`src/rtl/txs_fifo.sv`:
```
// ----------------------------------------------------------------------------
// txs_fifo
// Short register queue that decouples the front part from the back part.
// ----------------------------------------------------------------------------
module txs_fifo #(
  parameter int WIDTH = 8,
  parameter int DEPTH = 2
) (
  input  logic             clk,
  input  logic             rst,
  input  logic             push,
  input  logic [WIDTH-1:0] wdata,
  output logic             full,
  input  logic             pop,
  output logic [WIDTH-1:0] rdata,
  output logic             empty
);

  localparam int PTRW = $clog2(DEPTH);
  localparam int CNTW = $clog2(DEPTH + 1);

  logic [WIDTH-1:0] mem [DEPTH];
  logic [PTRW-1:0]  wr_ptr;
  logic [PTRW-1:0]  rd_ptr;
  logic [CNTW-1:0]  count;

  assign full  = (count == CNTW'(DEPTH));
  assign empty = (count == '0);
  assign rdata = mem[rd_ptr];

  always_ff @(posedge clk) begin
    if (rst) begin
      wr_ptr <= '0;
      rd_ptr <= '0;
      count  <= '0;
    end else begin
      if (push) begin
        wr_ptr <= (wr_ptr == PTRW'(DEPTH - 1)) ? '0 : wr_ptr + PTRW'(1);
      end
      if (pop) begin
        rd_ptr <= (rd_ptr == PTRW'(DEPTH - 1)) ? '0 : rd_ptr + PTRW'(1);
      end
      if (push && !pop) begin
        count <= count + CNTW'(1);
      end else if (pop && !push) begin
        count <= count - CNTW'(1);
      end
    end
  end

  always_ff @(posedge clk) begin
    if (push) begin
      mem[wr_ptr] <= wdata;
    end
  end

endmodule

```
`config.mk`:
```
export PLATFORM = sky130hd
export DESIGN_NAME = txs_fifo
export DESIGN_NICKNAME = d
export VERILOG_FILES = /design/src/rtl/txs_fifo.sv
export SDC_FILE = /design/constraint.sdc
export NUM_CORES = 1
export LEC_CHECK = 0
export BUFFER_PORTS_ARGS = -buffer_cell sky130_fd_sc_hd__buf_2
export CAP_MARGIN = 20
export CORE_ASPECT_RATIO = 0.9
export CORE_UTILIZATION = 47
export CTS_BUF_LIST = sky130_fd_sc_hd__clkbuf_4
export DETAILED_ROUTE_END_ITERATION = 10
export GPL_ROUTABILITY_DRIVEN = 0
export PLACE_DENSITY = 0.86
export SLEW_MARGIN = 5
export SYNTH_ARGS = -nofsm -noshare
export SYNTH_HDL_FRONTEND = slang
export SYNTH_SLANG_ARGS = --single-unit
```
`constraint.sdc`:
```
create_clock -name clk -period 1 [get_ports clk]
set_input_delay 0.1 -clock clk [delete_from_list [all_inputs] [get_ports clk]]
set_output_delay 0.1 -clock clk [all_outputs]
set_load 0.05 [all_outputs]
```
After elaboration in Yosys (flattened, before gate mapping)
Memories as Yosys holds them, arrays and structs flattened. A register that Yosys moved wholly into a read port is not among the register bits.
Cells that the tools add are included.

storage, ports and cells
  register bits = 4
  memory bits (writable) = 16
  input port bits = 12
  logic and storage cells = 23
  memories = 1

memory list
  name  words  width  read ports  clocked after Yosys merged registers in  wr ports  line  RTL
  mem   2      8      1           1                                        1         22    logic [WIDTH-1:0] mem [DEPTH];

operators by class
  $add $sub $neg = 4
  equality and inequality tests = 1
  mux-type cells = 8
  reduce and logical (&&, ||, !) cells = 6

operators with widths
  cell                   count
  $mux W1                6
  $mux W2                2
  $add A1 B1 Y1 const B  2
  $add A2 B1 Y2 const B  1
  $eq A2 B2 Y1 const B   1
  $logic_and A1 B1 Y1    2
  $logic_not A1 Y1       2
  $logic_not A2 Y1       1
  $reduce_bool A2 Y1     1
  $sub A2 B1 Y2 const B  1

Logic depth before layout (Yosys ltp)
  depth in word-level cells = 4
  gate-level depth with buffers = 5
  gate-level depth less buffers = 5

Least setup slack after synthesis
OpenSTA, ideal clock, no wires.

  path kind = reg-to-reg
  from = register wr_ptr
  to = memory mem[0][0], enable pin
  arrival = 715 ps
  setup slack = -88 ps
  stages on the path, launching flop included = 2
  clock period less this slack = 1,088 ps
  cell sequence = dfxtp_1 -> nor2b_1

RTL lines
  item                      line  RTL
  start: declaration        23    logic [PTRW-1:0] wr_ptr;
  start signal: assignment  38    wr_ptr <= (wr_ptr == PTRW'(DEPTH - 1)) ? '0 : wr_ptr + PTRW'(1);
  end: declaration          22

Straight into the memory's write port.

==> reports/qor.log <==
[setup_path] crit path DAT 1280 ps
[timing] Worst Setup Slack, final -381 ps
[logic_synthesis] area fraction of the dominant cell type after synthesis 61.3%
[global_routing] maximum number of pins on one net before global-route repair 12
[floorplan] Die X-Extent 45.0 um
[setup_path] Max FO, Critical Path 8
[logic_synthesis] most instantiated cells after synthesis sky130_fd_sc_hd__edfxtp_1, sky130_fd_sc_hd__mux2_2, sky130_fd_sc_hd__dfxtp_1, sky130_fd_sc_hd__nor2_1
[routing] First DRT Iteration DRCs 8
[logic_synthesis] share of flip-flops with an asynchronous set or reset 0%
[timing] worst-case headroom to the max-slew limit 80.4%
[run_status] result of the run finished with violations
[logic_synthesis] net count of the mapped netlist 60
[setup_path] worst r2r src count[0]
[routing] total via count after detailed routing 534
[floorplan] number of core rows 13
[layout] ratio of cells with drive above 1 in the final layout 58.0%
[pwr] peak ir drop on the vdd network 1.43 mV
[logic_synthesis] cell count after synthesis 47
[pwr] total design power 2.17 mW
[floorplan] I/O pin cnt 22
[setup_path] Data required, critical path 900 ps
[setup_path] critical path depth in cells 3
[logic_synthesis] total number of yosys warnings 0
[floorplan] Die Span Y 40.7 um
[pwr] power density normalized to cell area 1700 mW/mm^2
[layout] Layout Area Growth over Synthesis 63.3%
[timing] Final Hold Fails 0
[timing] maximum operating frequency 0.724 GHz
[hold_path] worst min path class primary input to register
[cts] clock-pin slew of the registers on the worst-case setup and hold paths 120 ps
[logic_synthesis] Avg Synthesized Cell Area 16.7 sq um
[timing] worst clock skew 3.07 ps
[timing] RSZ-0062 raised after global routing yes
[global_routing] all-layer global routing usage 22.6%
[cts] clock latency of the later-clocked register in the worst-skew pair 300 ps
[logic_synthesis] post-synthesis register bit count 21
[setup_path] Critical path destination rdata[1]
[layout] number of fillers in the final layout 76
[place] half-perimeter wire length of the detailed placement result 835 um
[setup_path] Largest stage delay, worst path 360 ps
[setup_path] sort of element at the start of the critical path register
[cts] TritonCTS clock tree built
[logic_synthesis] Unique masters post-synth 15
[cts] CTS sink cnt 21
[logic_synthesis] library cell with the highest instance count after synthesis sky130_fd_sc_hd__edfxtp_1
[timing] portion of the clock cycle consumed by the worst path in the final layout 138%
[logic_synthesis] count of flip-flops with a built-in enable after synthesis 16
[logic_synthesis] proportion of synthesized chip area in sequential cells 74.1%
[routing] Final Routed Wirelength 1730 um
[setup_path] Crit Reg-Reg Endpoint count[1]
[floorplan] Starting Density 52.3%
[routing] first-pass detailed-route iteration total 3
[setup_path] nature of the critical path endpoint primary output
[routing] number of remaining DRC errors 0
[routing] vias per inst 4.85
[setup_path] path depth of the worst reg2reg path 4
[routing] post-detailed-route count of antenna-violating nets 0
[setup_path] critical path buffer and inverter count 2
[setup_path] top cell family by delay on the critical path flip-flops
[setup_path] Cell Chain, Critical Path buf_12 > mux2_4 > buf_8
[setup_path] Max stage delay cell, worst path sky130_fd_sc_hd__dfxtp_2
[floorplan] placeable core area 0.00150 sq mm
[global_routing] global-route wire length before repair 2550 um
[place] total of buffers placed on input and output ports 21
[flow_run] # Max-Cap Violations 0
[pwr] leakage power of the design 0.534 nW
[cts] level count of the clock H-tree 1
[timing] fin. max-slew vios 0
[setup_path] type of the setup path with the least slack register to primary output
[run_status] violations in the final reports negative setup slack
[global_routing] antenna violations before repair 0
[logic_synthesis] cells taking the most area after synthesis sky130_fd_sc_hd__edfxtp_1, sky130_fd_sc_hd__dfxtp_1, sky130_fd_sc_hd__mux2_2, sky130_fd_sc_hd__nor2_1, sky130_fd_sc_hd__xnor2_1
[timing] worst-margin pin slew 291 ps
[global_routing] total overflow reported by the global router 0
[place] placed cell areas 0.00101 sq mm
[logic_synthesis] cell area after synthesis 783 sq um
[timing] total of endpoints with negative setup slack in the final report 11
[timing] total negative slack for setup checks -3310 ps
[setup_path] worst reg2reg setup slack -200 ps
[cts] clock root buffer sky130_fd_sc_hd__clkbuf_4
[layout] Final Cell Area 0.00128 sq mm
[cts] maximum root-to-sink buffer count 2
[global_routing] number of global-route vias before repair 550
[floorplan] die footprint 0.00183 sq mm
[logic_synthesis] top flip-flop cell by instance count after synthesis sky130_fd_sc_hd__edfxtp_1
[routing] wire per inst 15.7 um
[cts] TritonCTS Buffers 3
[layout] diodes inserted 0
[timing] final critical path time including I/O delays and setup 1380 ps
[logic_synthesis] library cell occupying the most area in the post-synthesis netlist sky130_fd_sc_hd__edfxtp_1
[layout] fin nets 102
-- power breakdown --
| group | internal (mW) | switching, mW |
|---|---|---|
| Clock | 0.183 | 0.258 |
| Combinational | 0.341 | 0.339 |
| Sequential | 1.01 | 0.0369 |
-- area by class of cell --
class                      count  area [sq um]  area share (%)
sequential                    21           588            46.0
inverter                       1          3.75           0.294
clock buffer                   4          30.0            2.35
timing repair buffer          38           387            30.2
tap                           22          27.5            2.15
multi-input combinational     24           243            19.0
-- metrics by stage --
| step | std cells | util [%] | hold WS (ps) | setup WS, ps |
|---|---|---|---|---|
| floorplan | 47 | - | 169 | -22.5 |
| global placement | 96 | 67.2 | 289 | -97.9 |
| detailed placement | 96 | 67.2 | 294 | -98.5 |
| CTS | 110 | 84.0 | 3.90 | -352 |
| global route | 110 | 85.5 | 11.4 | -419 |
| finish | 110 | 85.5 | 5.48 | -381 |
-- flip-flops by register name, summed over array words and instances (netlist names), named ones only --
| register | cells |
|---|---|
| count | 2 |
| mem | 16 |
| rd_ptr | 1 |
| wr_ptr | 1 |
-- kinds of logic after synthesis --
family          count (synthesis)  synth area share [%]
fa+ha+maj                       1                  1.60
buf+inv                         2                  1.12
flops                          21                  74.1
compound gates                  2                  1.28
mux                             8                  11.5
xor+xnor                        4                  4.47
simple gates                    9                  5.91
-- routing by layer --
metal	GRT usage, %	wire length [um]	share of wire, %
met4	21.2	91	5.3
met3	7.93	80	4.6
met1	22.0	662	38
met5	0	0	0
met2	38.8	898	52
-- placed cells by master, fill, tap and decap left out, types with 2 or more instances in the layout --
cell type	Yosys	layout
sky130_fd_sc_hd__dfxtp_2	0	3
sky130_fd_sc_hd__nor2_1	5	4
sky130_fd_sc_hd__buf_8	0	9
sky130_fd_sc_hd__clkbuf_4	0	4
sky130_fd_sc_hd__mux2_4	0	8
sky130_fd_sc_hd__edfxtp_1	16	16
sky130_fd_sc_hd__buf_4	0	6
sky130_fd_sc_hd__buf_12	0	3
sky130_fd_sc_hd__xor2_1	2	2
sky130_fd_sc_hd__buf_2	1	11
sky130_fd_sc_hd__dlygate4sd3_1	0	8
sky130_fd_sc_hd__xnor2_1	2	2
-- repair_timing --
action                                  4_1_cts  5_1_grt
buffers inserted                              2        0
hold buffers                                  8        0
cloned                                        0        0
pin swaps                                     2        0
endpoints found under the setup margin       11       19
gates resized for setup                      39        6
endpoints found under the hold margin        16        0
-- worst register-to-register path, cell delays in order (launching register included) --
cell                      delay (ps)
sky130_fd_sc_hd__dfxtp_4         380
sky130_fd_sc_hd__buf_4           140
sky130_fd_sc_hd__xor2_1          160
sky130_fd_sc_hd__or3_4           330
sky130_fd_sc_hd__a21oi_2         130
-- worst min-delay path by stage --
stage,startpoint,end,slack [ps],depth (start not counted)
2_1_floorplan,rst,count[1],170,1
3_3_place_gp,wdata[3],mem[0][3],290,1
3_5_place_dp,wdata[3],mem[1][3],290,1
4_1_cts,rst,count[1],4,2
5_1_grt,rst,count[1],10,2
6_report,rst,count[1],5,2
Note: power is estimated with default switching activity, not from simulation.
