<file path="src/rtl/txs_pkg.sv">
// ----------------------------------------------------------------------------
// txs_pkg
// Shared types, register indexes, codes and defaults of the texture sampler.
// ----------------------------------------------------------------------------
package txs_pkg;

  localparam int COORD_W         = 24;
  localparam int CFG_IDX_W       = 3;
  localparam int DEF_MAX_WIDTH   = 256;
  localparam int DEF_MAX_HEIGHT  = 256;
  localparam int DEF_FRAC_BITS   = 8;
  localparam int DEF_QUEUE_DEPTH = 2;

  localparam logic FUNC_WRITE   = 1'b0;
  localparam logic FUNC_SAMPLE  = 1'b1;
  localparam logic FILTER_POINT = 1'b0;

  localparam logic [1:0] ADDR_WRAP   = 2'd0;
  localparam logic [1:0] ADDR_CLAMP  = 2'd1;
  localparam logic [1:0] ADDR_MIRROR = 2'd2;
  localparam logic [1:0] ADDR_BORDER = 2'd3;

  typedef enum logic [CFG_IDX_W-1:0] {
    REG_IMAGE_WIDTH    = 3'd0,
    REG_IMAGE_HEIGHT   = 3'd1,
    REG_FILTER_MODE    = 3'd2,
    REG_ADDRESS_MODE_X = 3'd3,
    REG_ADDRESS_MODE_Y = 3'd4,
    REG_BORDER_COLOR   = 3'd5
  } reg_index_t;

  typedef struct packed {
    logic               func;
    logic [7:0]         pixel_x;
    logic [7:0]         pixel_y;
    logic [31:0]        pixel_value;
    logic signed [23:0] coord_u;
    logic signed [23:0] coord_v;
  } req_word_t;

  typedef struct packed {
    logic [15:0] out_alpha;
    logic [15:0] out_red;
    logic [15:0] out_green;
    logic [15:0] out_blue;
  } rsp_word_t;

  typedef struct packed {
    logic [8:0]  image_width;
    logic [8:0]  image_height;
    logic        filter_mode;
    logic [1:0]  address_mode_x;
    logic [1:0]  address_mode_y;
    logic [31:0] border_color;
  } cfg_regs_t;

  typedef enum logic [1:0] {
    F_IDLE,
    F_DIV,
    F_PUSH
  } front_state_t;

  typedef enum logic [2:0] {
    B_IDLE,
    B_READ,
    B_WAIT,
    B_ROW,
    B_COL,
    B_OUT
  } back_state_t;

  // Width of one queue entry between the front and the back part.
  function automatic int entry_w(input int mw, input int mh, input int f);
    return 54 + 2 * $clog2(mw) + 2 * $clog2(mh) + 2 * f;
  endfunction

endpackage

</file>
<file path="src/rtl/txs_front.sv">
// ----------------------------------------------------------------------------
// txs_front
// Accepts request words, resolves sample coordinates into texel positions
// with a bit-serial floored remainder per axis, and queues the work.
// ----------------------------------------------------------------------------
module txs_front import txs_pkg::*; #(
  parameter int MAX_WIDTH  = DEF_MAX_WIDTH,
  parameter int MAX_HEIGHT = DEF_MAX_HEIGHT,
  parameter int FRAC_BITS  = DEF_FRAC_BITS,
  parameter int ENTRY_W    = entry_w(DEF_MAX_WIDTH, DEF_MAX_HEIGHT, DEF_FRAC_BITS)
) (
  input  logic               clk,
  input  logic               rst,
  input  logic               req_valid,
  output logic               req_ready,
  input  req_word_t          req_data,
  input  cfg_regs_t          cfg,
  output logic               q_push,
  output logic [ENTRY_W-1:0] q_wdata,
  input  logic               q_full
);

  localparam int IW   = COORD_W - FRAC_BITS;
  localparam int XW   = $clog2(MAX_WIDTH);
  localparam int YW   = $clog2(MAX_HEIGHT);
  localparam int NXW  = $clog2(2 * MAX_WIDTH + 1);
  localparam int NYW  = $clog2(2 * MAX_HEIGHT + 1);
  localparam int NW   = (NXW > NYW) ? NXW : NYW;
  localparam int PW   = (XW > YW) ? XW : YW;
  localparam int SW   = ((IW > NW) ? IW : NW) + 2;
  localparam int CNTW = $clog2(IW + 1);

  typedef struct packed {
    logic                 is_wr;
    logic [7:0]           wr_x;
    logic [7:0]           wr_y;
    logic [31:0]          wr_val;
    logic                 point;
    logic [XW-1:0]        px0;
    logic [XW-1:0]        px1;
    logic [YW-1:0]        py0;
    logic [YW-1:0]        py1;
    logic                 inx0;
    logic                 inx1;
    logic                 iny0;
    logic                 iny1;
    logic [FRAC_BITS-1:0] fu;
    logic [FRAC_BITS-1:0] fv;
  } entry_t;

  typedef struct packed {
    logic [PW-1:0] p0;
    logic [PW-1:0] p1;
    logic          in0;
    logic          in1;
  } axis_t;

  front_state_t          state;
  front_state_t          state_next;
  logic [CNTW-1:0]       cnt;
  req_word_t             item;
  logic signed [IW-1:0]  ci       [2];
  logic signed [IW-1:0]  cin      [2];
  logic [IW-1:0]         acc      [2];
  logic [NW-1:0]         rem      [2];
  logic [NW-1:0]         rem_step [2];
  logic [NW-1:0]         rres     [2];
  logic [NW-1:0]         nsz      [2];
  logic [NW-1:0]         modn     [2];
  logic [NW:0]           trial    [2];
  axis_t                 ax;
  axis_t                 ay;
  entry_t                ent;

  // Per-axis address resolution. For wrap and mirror, r is the floored
  // remainder of the coordinate by n (wrap) or 2n (mirror).
  function automatic axis_t resolve(input logic signed [IW-1:0] c,
                                    input logic [NW-1:0] r,
                                    input logic [NW-1:0] n,
                                    input logic [1:0] mode);
    axis_t                a;
    logic signed [SW-1:0] s0;
    logic signed [SW-1:0] s1;
    logic signed [SW-1:0] sn;
    logic [NW-1:0]        rp;
    logic [NW-1:0]        n2;
    logic [NW-1:0]        m1;
    s0    = SW'(c);
    s1    = s0 + SW'(1);
    sn    = signed'(SW'(n));
    rp    = r + NW'(1);
    n2    = n << 1;
    m1    = (rp == n2) ? '0 : rp;
    a.in0 = 1'b1;
    a.in1 = 1'b1;
    case (mode)
      ADDR_WRAP: begin
        a.p0 = PW'(r);
        a.p1 = (rp == n) ? '0 : PW'(rp);
      end
      ADDR_CLAMP: begin
        a.p0 = (s0 < 0) ? '0 : ((s0 >= sn) ? PW'(n - NW'(1)) : PW'(s0));
        a.p1 = (s1 < 0) ? '0 : ((s1 >= sn) ? PW'(n - NW'(1)) : PW'(s1));
      end
      ADDR_MIRROR: begin
        a.p0 = (r < n) ? PW'(r) : PW'(n2 - NW'(1) - r);
        a.p1 = (m1 < n) ? PW'(m1) : PW'(n2 - NW'(1) - m1);
      end
      default: begin
        a.in0 = (s0 >= 0) && (s0 < sn);
        a.in1 = (s1 >= 0) && (s1 < sn);
        a.p0  = PW'(s0);
        a.p1  = PW'(s1);
      end
    endcase
    return a;
  endfunction

  // Effective sizes and remainder moduli.
  always_comb begin
    nsz[0] = (cfg.image_width == '0) ? NW'(1) :
             ((int'(cfg.image_width) > MAX_WIDTH) ? NW'(MAX_WIDTH) : NW'(cfg.image_width));
    nsz[1] = (cfg.image_height == '0) ? NW'(1) :
             ((int'(cfg.image_height) > MAX_HEIGHT) ? NW'(MAX_HEIGHT) :
              NW'(cfg.image_height));
    modn[0] = (cfg.address_mode_x == ADDR_MIRROR) ? (nsz[0] << 1) : nsz[0];
    modn[1] = (cfg.address_mode_y == ADDR_MIRROR) ? (nsz[1] << 1) : nsz[1];
    cin[0]  = req_data.coord_u[COORD_W-1:FRAC_BITS];
    cin[1]  = req_data.coord_v[COORD_W-1:FRAC_BITS];
  end

  // One restoring remainder step per axis. A negative coordinate c is
  // reduced as ~c and reflected afterwards, which gives the floored result.
  always_comb begin
    for (int l = 0; l < 2; l++) begin
      trial[l] = {rem[l], acc[l][IW-1]};
      if (trial[l] >= {1'b0, modn[l]}) begin
        rem_step[l] = NW'(trial[l] - {1'b0, modn[l]});
      end else begin
        rem_step[l] = trial[l][NW-1:0];
      end
      rres[l] = ci[l][IW-1] ? (modn[l] - NW'(1) - rem[l]) : rem[l];
    end
  end

  always_comb begin
    ax          = resolve(ci[0], rres[0], nsz[0], cfg.address_mode_x);
    ay          = resolve(ci[1], rres[1], nsz[1], cfg.address_mode_y);
    ent.is_wr   = (item.func == FUNC_WRITE);
    ent.wr_x    = item.pixel_x;
    ent.wr_y    = item.pixel_y;
    ent.wr_val  = item.pixel_value;
    ent.point   = (cfg.filter_mode == FILTER_POINT);
    ent.px0     = XW'(ax.p0);
    ent.px1     = XW'(ax.p1);
    ent.py0     = YW'(ay.p0);
    ent.py1     = YW'(ay.p1);
    ent.inx0    = ax.in0;
    ent.inx1    = ax.in1;
    ent.iny0    = ay.in0;
    ent.iny1    = ay.in1;
    ent.fu      = ent.point ? '0 : item.coord_u[FRAC_BITS-1:0];
    ent.fv      = ent.point ? '0 : item.coord_v[FRAC_BITS-1:0];
    q_wdata     = ent;
  end

  always_comb begin
    state_next = state;
    case (state)
      F_IDLE: begin
        if (req_valid) begin
          state_next = (req_data.func == FUNC_SAMPLE) ? F_DIV : F_PUSH;
        end
      end
      F_DIV: begin
        if (cnt == CNTW'(IW - 1)) begin
          state_next = F_PUSH;
        end
      end
      F_PUSH: begin
        if (!q_full) begin
          state_next = F_IDLE;
        end
      end
      default: state_next = F_IDLE;
    endcase
  end

  always_comb begin
    req_ready = (state == F_IDLE);
    q_push    = (state == F_PUSH) && !q_full;
  end

  always_ff @(posedge clk) begin
    if (rst) begin
      state <= F_IDLE;
      cnt   <= '0;
    end else begin
      state <= state_next;
      if (state == F_DIV) begin
        cnt <= cnt + CNTW'(1);
      end else begin
        cnt <= '0;
      end
    end
  end

  always_ff @(posedge clk) begin
    if (state == F_IDLE && req_valid) begin
      item <= req_data;
      for (int l = 0; l < 2; l++) begin
        ci[l]  <= cin[l];
        acc[l] <= cin[l][IW-1] ? ~cin[l] : cin[l];
        rem[l] <= '0;
      end
    end else if (state == F_DIV) begin
      for (int l = 0; l < 2; l++) begin
        acc[l] <= acc[l] << 1;
        rem[l] <= rem_step[l];
      end
    end
  end

endmodule

</file>
<file path="config.mk">
export PLATFORM = sky130hd
export DESIGN_NAME = txs_front
export DESIGN_NICKNAME = d
export VERILOG_FILES = /design/src/rtl/txs_pkg.sv /design/src/rtl/txs_front.sv
export SDC_FILE = /design/constraint.sdc
export NUM_CORES = 1
export LEC_CHECK = 0
export BUFFER_PORTS_ARGS = -buffer_cell sky130_fd_sc_hd__buf_2
export CORE_MARGIN = 4
export CORE_UTILIZATION = 58
export DETAILED_ROUTE_END_ITERATION = 10
export PLACE_DENSITY = 0.86
export SYNTH_ARGS = -nofsm -noshare
export SYNTH_HDL_FRONTEND = slang
export SYNTH_SLANG_ARGS = --single-unit
</file>
<file path="constraint.sdc">
create_clock -name clk -period 9.95 [get_ports clk]
set_clock_uncertainty 0.15 [all_clocks]
set_input_delay 0.995 -clock clk [delete_from_list [all_inputs] [get_ports clk]]
set_output_delay 0.995 -clock clk [all_outputs]
set_load 0.02 [all_outputs]
</file>
Word level (Yosys, flattened, before mapping):

Memory sizes are Yosys's and may differ from the RTL's.
Index checks and enable logic that the tools add are counted.

* register bits: 72
* memory bits (writable): 84
* input bits: 156
* output and inout port bits: 104
* word-level logic and storage cells: 141
* memories kept: 3

Memories
* acc: depth 2, width 16, rd ports 2, clocked after memory_dff 0, wr ports 2, line txs_front.sv:64 `logic [IW-1:0] acc [2];`
* ci: depth 2, width 16, rd ports 2, clocked after memory_dff 0, wr ports 2, line txs_front.sv:62 `logic signed [IW-1:0] ci [2];`
* rem: depth 2, width 10, rd ports 2, clocked after memory_dff 0, wr ports 2, line txs_front.sv:65 `logic [NW-1:0] rem [2];`

* $add $sub $neg: 19
* magnitude comparators: 24
* eq/ne operators: 14
* multiplexer cells: 48
* bitwise operators: 9
* reduce and logical (&&, ||, !) cells: 16

Operators by type and width (number)
* 8-bit two-way mux: 16
* 10-bit two-way mux: 10
* 16-bit case mux with 3 select lines: 2
* 16-bit two-way mux: 4
* 10-bit by 9-bit < comparator with 1-bit output: 4
* 10-bit subtractor: 4
* 9-bit two-way mux: 4
* 16-bit by 2-bit adder with 17-bit output (second input constant): 2
* 17-bit by 1-bit >= comparator with 1-bit output (second input constant): 2
* 17-bit by 10-bit >= comparator with 1-bit output: 2
* 17-bit by 1-bit < comparator with 1-bit output (second input constant): 2
* 17-bit by 10-bit < comparator with 1-bit output: 2
* 16-bit by 1-bit >= comparator with 1-bit output (second input constant): 2
* 16-bit by 10-bit >= comparator with 1-bit output: 2
* 16-bit by 1-bit < comparator with 1-bit output (second input constant): 2
* 16-bit by 10-bit < comparator with 1-bit output: 2
* 16-bit NOT: 2
* 8-bit by 1-bit subtractor with 8-bit output (second input constant): 4
* 8-bit subtractor: 4
* 11-bit by 10-bit >= comparator with 1-bit output: 2
* 10-bit by 1-bit adder with 10-bit output (second input constant): 2
* 10-bit equality test: 2
* 10-bit by 9-bit equality test with 1-bit output: 2
* 10-bit by 1-bit subtractor with 10-bit output (second input constant): 2
* other kinds (18): 48

Longest topological paths before layout:

* depth in word-level cells: 13
* depth in mapped cells: 32
* mapped depth without buffers: 31

Least setup slack after synthesis:

No wires, ideal clock.

* path type: input -> output
* start: input port cfg[50] (netlist bit)
* end: output port q_wdata[39]
* data arrival time: 7.881 ns
* data required time: 8.805 ns
* path slack: 0.924 ns
* cell stages on the path: 29
* path buffers: 2
* cells stage by stage: or4_1 nor4_1 o21ai_1 o21ai_0 ha_1 a21o_1 a21oi_1 xnor2_1 a31oi_1 or3b_1 buf_2 a211o_1 a211o_1 a2111oi_4 buf_4 nand2b_1 inv_1 ha_1 a21o_1 a21o_1 a21o_1 a21o_1 a21o_1 a221oi_1 nand3_1 o31a_1 or3_1 a21oi_1 o22a_1

* longest elaborated chain between the ends: 13
* elaborated cells on any way between the ends: 22
* classes of those cells: 6 x add/sub; 3 x order compare; 2 x eq/ne; 10 x mux; 1 x reduce/logical

Ends and longest elaborated chain
* from (decl): line txs_front.sv:17 `input cfg_regs_t cfg,`
* 9-bit greater-than comparator: line txs_front.sv:122 `((int'(cfg.image_width) > MAX_WIDTH) ? NW'(MAX_WIDTH) : NW'(cfg.image_width));`
* 9-bit two-way mux: line txs_front.sv:122
* 9-bit two-way mux (*): line txs_front.sv:121 `nsz[0] = (cfg.image_width == '0) ? NW'(1) :`
* 10-bit two-way mux: line txs_front.sv:126 `modn[0] = (cfg.address_mode_x == ADDR_MIRROR) ? (nsz[0] << 1) : nsz[0];`
* 10-bit by 1-bit subtractor with 10-bit output: line txs_front.sv:142 `rres[l] = ci[l][IW-1] ? (modn[l] - NW'(1) - rem[l]) : rem[l];`
* 10-bit subtractor: line txs_front.sv:142
* 10-bit two-way mux: line txs_front.sv:142
* 10-bit by 1-bit adder with 10-bit output: line txs_front.sv:91 `rp = r + NW'(1);`
* 10-bit equality test: line txs_front.sv:93 `m1 = (rp == n2) ? '0 : rp;`
* 10-bit two-way mux: line txs_front.sv:93
* 8-bit subtractor / 10-bit by 9-bit < comparator with 1-bit output (equally long branches): line txs_front.sv:107 `a.p1 = (m1 < n) ? PW'(m1) : PW'(n2 - NW'(1) - m1);`
* 8-bit two-way mux: line txs_front.sv:107
* 16-bit case mux with 3 select lines (*): line txs_front.sv:96 `case (mode)`
* to (decl): line txs_front.sv:19 `output logic [ENTRY_W-1:0] q_wdata,`

Mark *: on every way between the ends. The rest lies on a longest branch, timed or not.

Worst setup path in the final report:

Same ends and word-level chain as after synthesis.

==> metrics.yaml <==
setup_path:
  path_max_fanout: 9
  max_stage_delay_ps: 600
  ff2ff_path_depth: 12
  worstSetupPathType: "in2out"
  r2r-end: "rem[0][12]"
  rrSetupSlack_ps: 5690
  critPathCaptureType: "output port"
  worstPathRequired_ps: 8810
  crit_arrival_ps: 8440
  cp_top_family: "compound AO/OA/AOI/OAI gates"
  start_kind: "input port"
  cp_num_buf_inv: 4
  crit_top_cell: "a21o_1"
  r2r-start: "rem[0][10]"
  cp_slowest_cell: "or4_1"
cts:
  clkTransAtPathRegs_ps: 70
  ctsRootBufferMaster: "clkbuf_16"
  htree_levels: 4
  clockBufferDepth: 2
  clock_sinks: 156
  cts-buffers-inserted: 17
  cts_hold_buf: 0
  clkLatencyLatePin_ps: 430
  tritoncts: "done"
drt:
  routed_via_density: 6.289
  firstDrtPassIters: 6
  drt_wl_total_um: 42580
  ant_nets: 0
  drc: 0
  vias: 13697
  wl_per_cell_um: 19.55
  drt_iter0_drc: 1577
placed_design:
  port_buffers: 227
  hpwl_um: 32290
  routabilityCongestion: 1.007
synthesis:
  synth_nets: 1965
  synth_warnings: 0
  synth.distinct_cells: 97
  avgSynthCellArea_um2: 9.058
  synth-seq-cells: 156
  async_flop_share_pct: 0
  synthesis.area_um2: 15030
  synthCells: 1659
  synth_seq_area_share_pct: 30.71
  ys.flop_type: "edfxtp_1"
  synth_edf_count: 149
global_routing:
  grt_pass1_vias: 13273
  grt_pass1_wl_um: 67840
  grt_max_degree: 63
  antenna_found_initial: 1
  grt_remaining_overflow: 0
  grt_use_total_pct: 28.90
power:
  ir_drop_mv: 0.1288
  power.leakage_nw: 7.150
  power_w: 0.002885
  powerDensity_nw_per_um2: 170.5
floorplan:
  die_h_um: 169.0
  rows: 58
  dieArea_um2: 28550
  die_width_um: 169.0
  start_util_pct: 59.33
  io_pins: 260
  core_area_um2: 25330
finish:
  final_common_cell: "buf_2"
  drive_above_1_share_pct: 19.59
  insertedDiodeCount: 0
  nFillCells: 1992
  nNetsFinal: 2141
  area_growth_pct: 12.61
  mostFrequentLayoutCells: "227 x buf_2, 149 x edfxtp_1, 145 x ha_1, 129 x nand2_1, 121 x inv_1"
hold_path:
  hold_depth: 1
  hold_end: "cnt[0]"
  hold_class: "reg2reg"
  worst_hold_startpoint: "cnt[0]"
sta:
  fmaxAchievable_mhz: 104.4
  fin_crit_ps: 9580
  grt_setup_unrepaired: "no"
  final.period_utilization_pct: 96.29
  hold_viol_final: 0
  tightest_slew_ps: 1258
  fin_setup_tns_ps: 0
  slew_viol_final: 0
  maxSlewHeadroom_pct: 15.26
  setup_viol: 0
outcome:
  status: "completed"
job:
  drv_cap: 0
[how the worst max path moves through the flow]
stage                  from          end  slack [ps]  cells past startpoint
floorplan           cfg[50]  q_wdata[39]         920                     29
global placement    cfg[50]  q_wdata[39]         340                     30
detailed placement  cfg[50]  q_wdata[39]          50                     29
CTS                 cfg[50]  q_wdata[39]          40                     29
global route        cfg[50]  q_wdata[39]           5                     34
finish              cfg[50]  q_wdata[39]         370                     31
[logic make-up (layout without fill, tap and decap cells)]
logic type	Yosys count	after routing	share of synthesized area (%)
AOI/OAI and AO/OA	429	429	19.48
buffers and inverters	230	419	7.261
adders and majority gates	151	151	12.76
and+or+nand+nor	517	517	17.99
DFF	156	156	30.71
xor gates and xnor gates	141	141	8.684
muxes	35	35	3.122
[synthesized netlist by cell type (6+ instances only)]
| master | count | share of area, % |
|---|---|---|
| nor4_1 | 14 | 0.58 |
| a21oi_1 | 75 | 2.5 |
| xor2_1 | 26 | 1.5 |
| mux4_2 | 9 | 1.3 |
| inv_1 | 121 | 3.0 |
| or2_2 | 11 | 0.46 |
| nand3b_1 | 8 | 0.40 |
| o221ai_1 | 6 | 0.35 |
| nand2_1 | 130 | 3.2 |
| o31ai_1 | 6 | 0.30 |
| nand4_1 | 29 | 1.2 |
| clkbuf_1 | 38 | 0.95 |
| buf_1 | 7 | 0.17 |
| or3_1 | 6 | 0.25 |
| buf_4 | 51 | 2.5 |
| a21boi_0 | 10 | 0.50 |
| a211o_1 | 14 | 0.82 |
| edfxtp_1 | 149 | 30 |
| ha_1 | 146 | 12 |
| xnor2_1 | 109 | 6.4 |
| and3_1 | 18 | 0.75 |
| nor3_1 | 31 | 1.0 |
| a31oi_1 | 10 | 0.42 |
| nor3b_1 | 8 | 0.40 |
| nor2b_1 | 34 | 1.4 |
| o21bai_1 | 6 | 0.30 |
| o21ai_0 | 118 | 3.9 |
| dfxtp_1 | 7 | 0.93 |
| nand2b_1 | 28 | 1.2 |
| a211oi_1 | 15 | 0.75 |
| and2_1 | 30 | 1.2 |
| a222oi_1 | 8 | 0.53 |
| a21o_1 | 33 | 1.6 |
| o21a_1 | 30 | 1.5 |
| a22oi_1 | 6 | 0.30 |
| nor2_1 | 83 | 2.1 |
| nand3_1 | 57 | 1.9 |
| mux2i_1 | 21 | 1.4 |
| or4_1 | 7 | 0.35 |
[stage by stage]
step                setup slack (ps)  hold slack [ps]  utilization (%)  area [µm²]  cells
finish                         369.5            333.6            66.81       16920   2178
detailed placement             54.00            308.6            63.95       16200   2142
global route                   5.212            378.9            66.81       16920   2178
floorplan                      924.4            277.4                -       15030   1659
global placement               341.3            298.5            63.95       16200   2142
CTS                            35.63            335.4            66.31       16790   2174
[metal layers]
layer	wire length (µm)	global-route usage (%)	share of wire (%)	vias to the layer above
met4	1572	11.15	3.7	0
met3	3470	4.297	8.1	131
met5	0	0	0	-
li1	-	-	-	6443
met2	20510	48.13	48	686
met1	17020	38.15	40	6437
[worst reg2reg max path: stages (launching register included)]
cell and delay, ps:
edfxtp_1 480, ha_1 340, nor2b_1 130, o21ai_0 210, a21boi_0 160, o21ai_0 270
a21boi_0 180, o21ai_0 270, a21boi_0 190, o21a_1 230, o21ai_0 970, a21oi_1 170
a311oi_1 310
[power breakdown]
| group | leakage [nW] | switching [W] | internal (W) |
|---|---|---|---|
| registers | 1.50 | 0.0000424 | 0.000794 |
| clock network | 0.286 | 0.000310 | 0.000337 |
| logic | 5.36 | 0.000832 | 0.000569 |
| total | 7.15 | 0.00118 | 0.00170 |
[layout make-up]
class                           count  area (µm²)  share of cell area [%]
Tap cell                          330       412.9                   2.440
Inverter                          125       469.2                   2.773
Clock inverter                     15       172.7                   1.020
Multi-Input combinational cell   1273        9424                   55.69
Sequential cell                   156        4614                   27.27
Clock buffer                       17       425.4                   2.514
Timing Repair Buffer              262        1403                   8.289
[flip-flops by register name (all words and copies together) (netlist names)]
| signal | count |
|---|---|
| state | 2 |
| item | 17 |
| ci | 32 |
| rem | 20 |
| q_wdata | 48 |
| cnt | 5 |
| acc | 32 |
[repair_timing]
action | 4_1_cts | 5_1_grt
endpoints found under the hold margin | 0 | 0
endpoints found under the setup margin | 0 | 9
buffers inserted | 0 | 4
gates resized for setup | 0 | 19
Power figures use the tool's default switching activity.
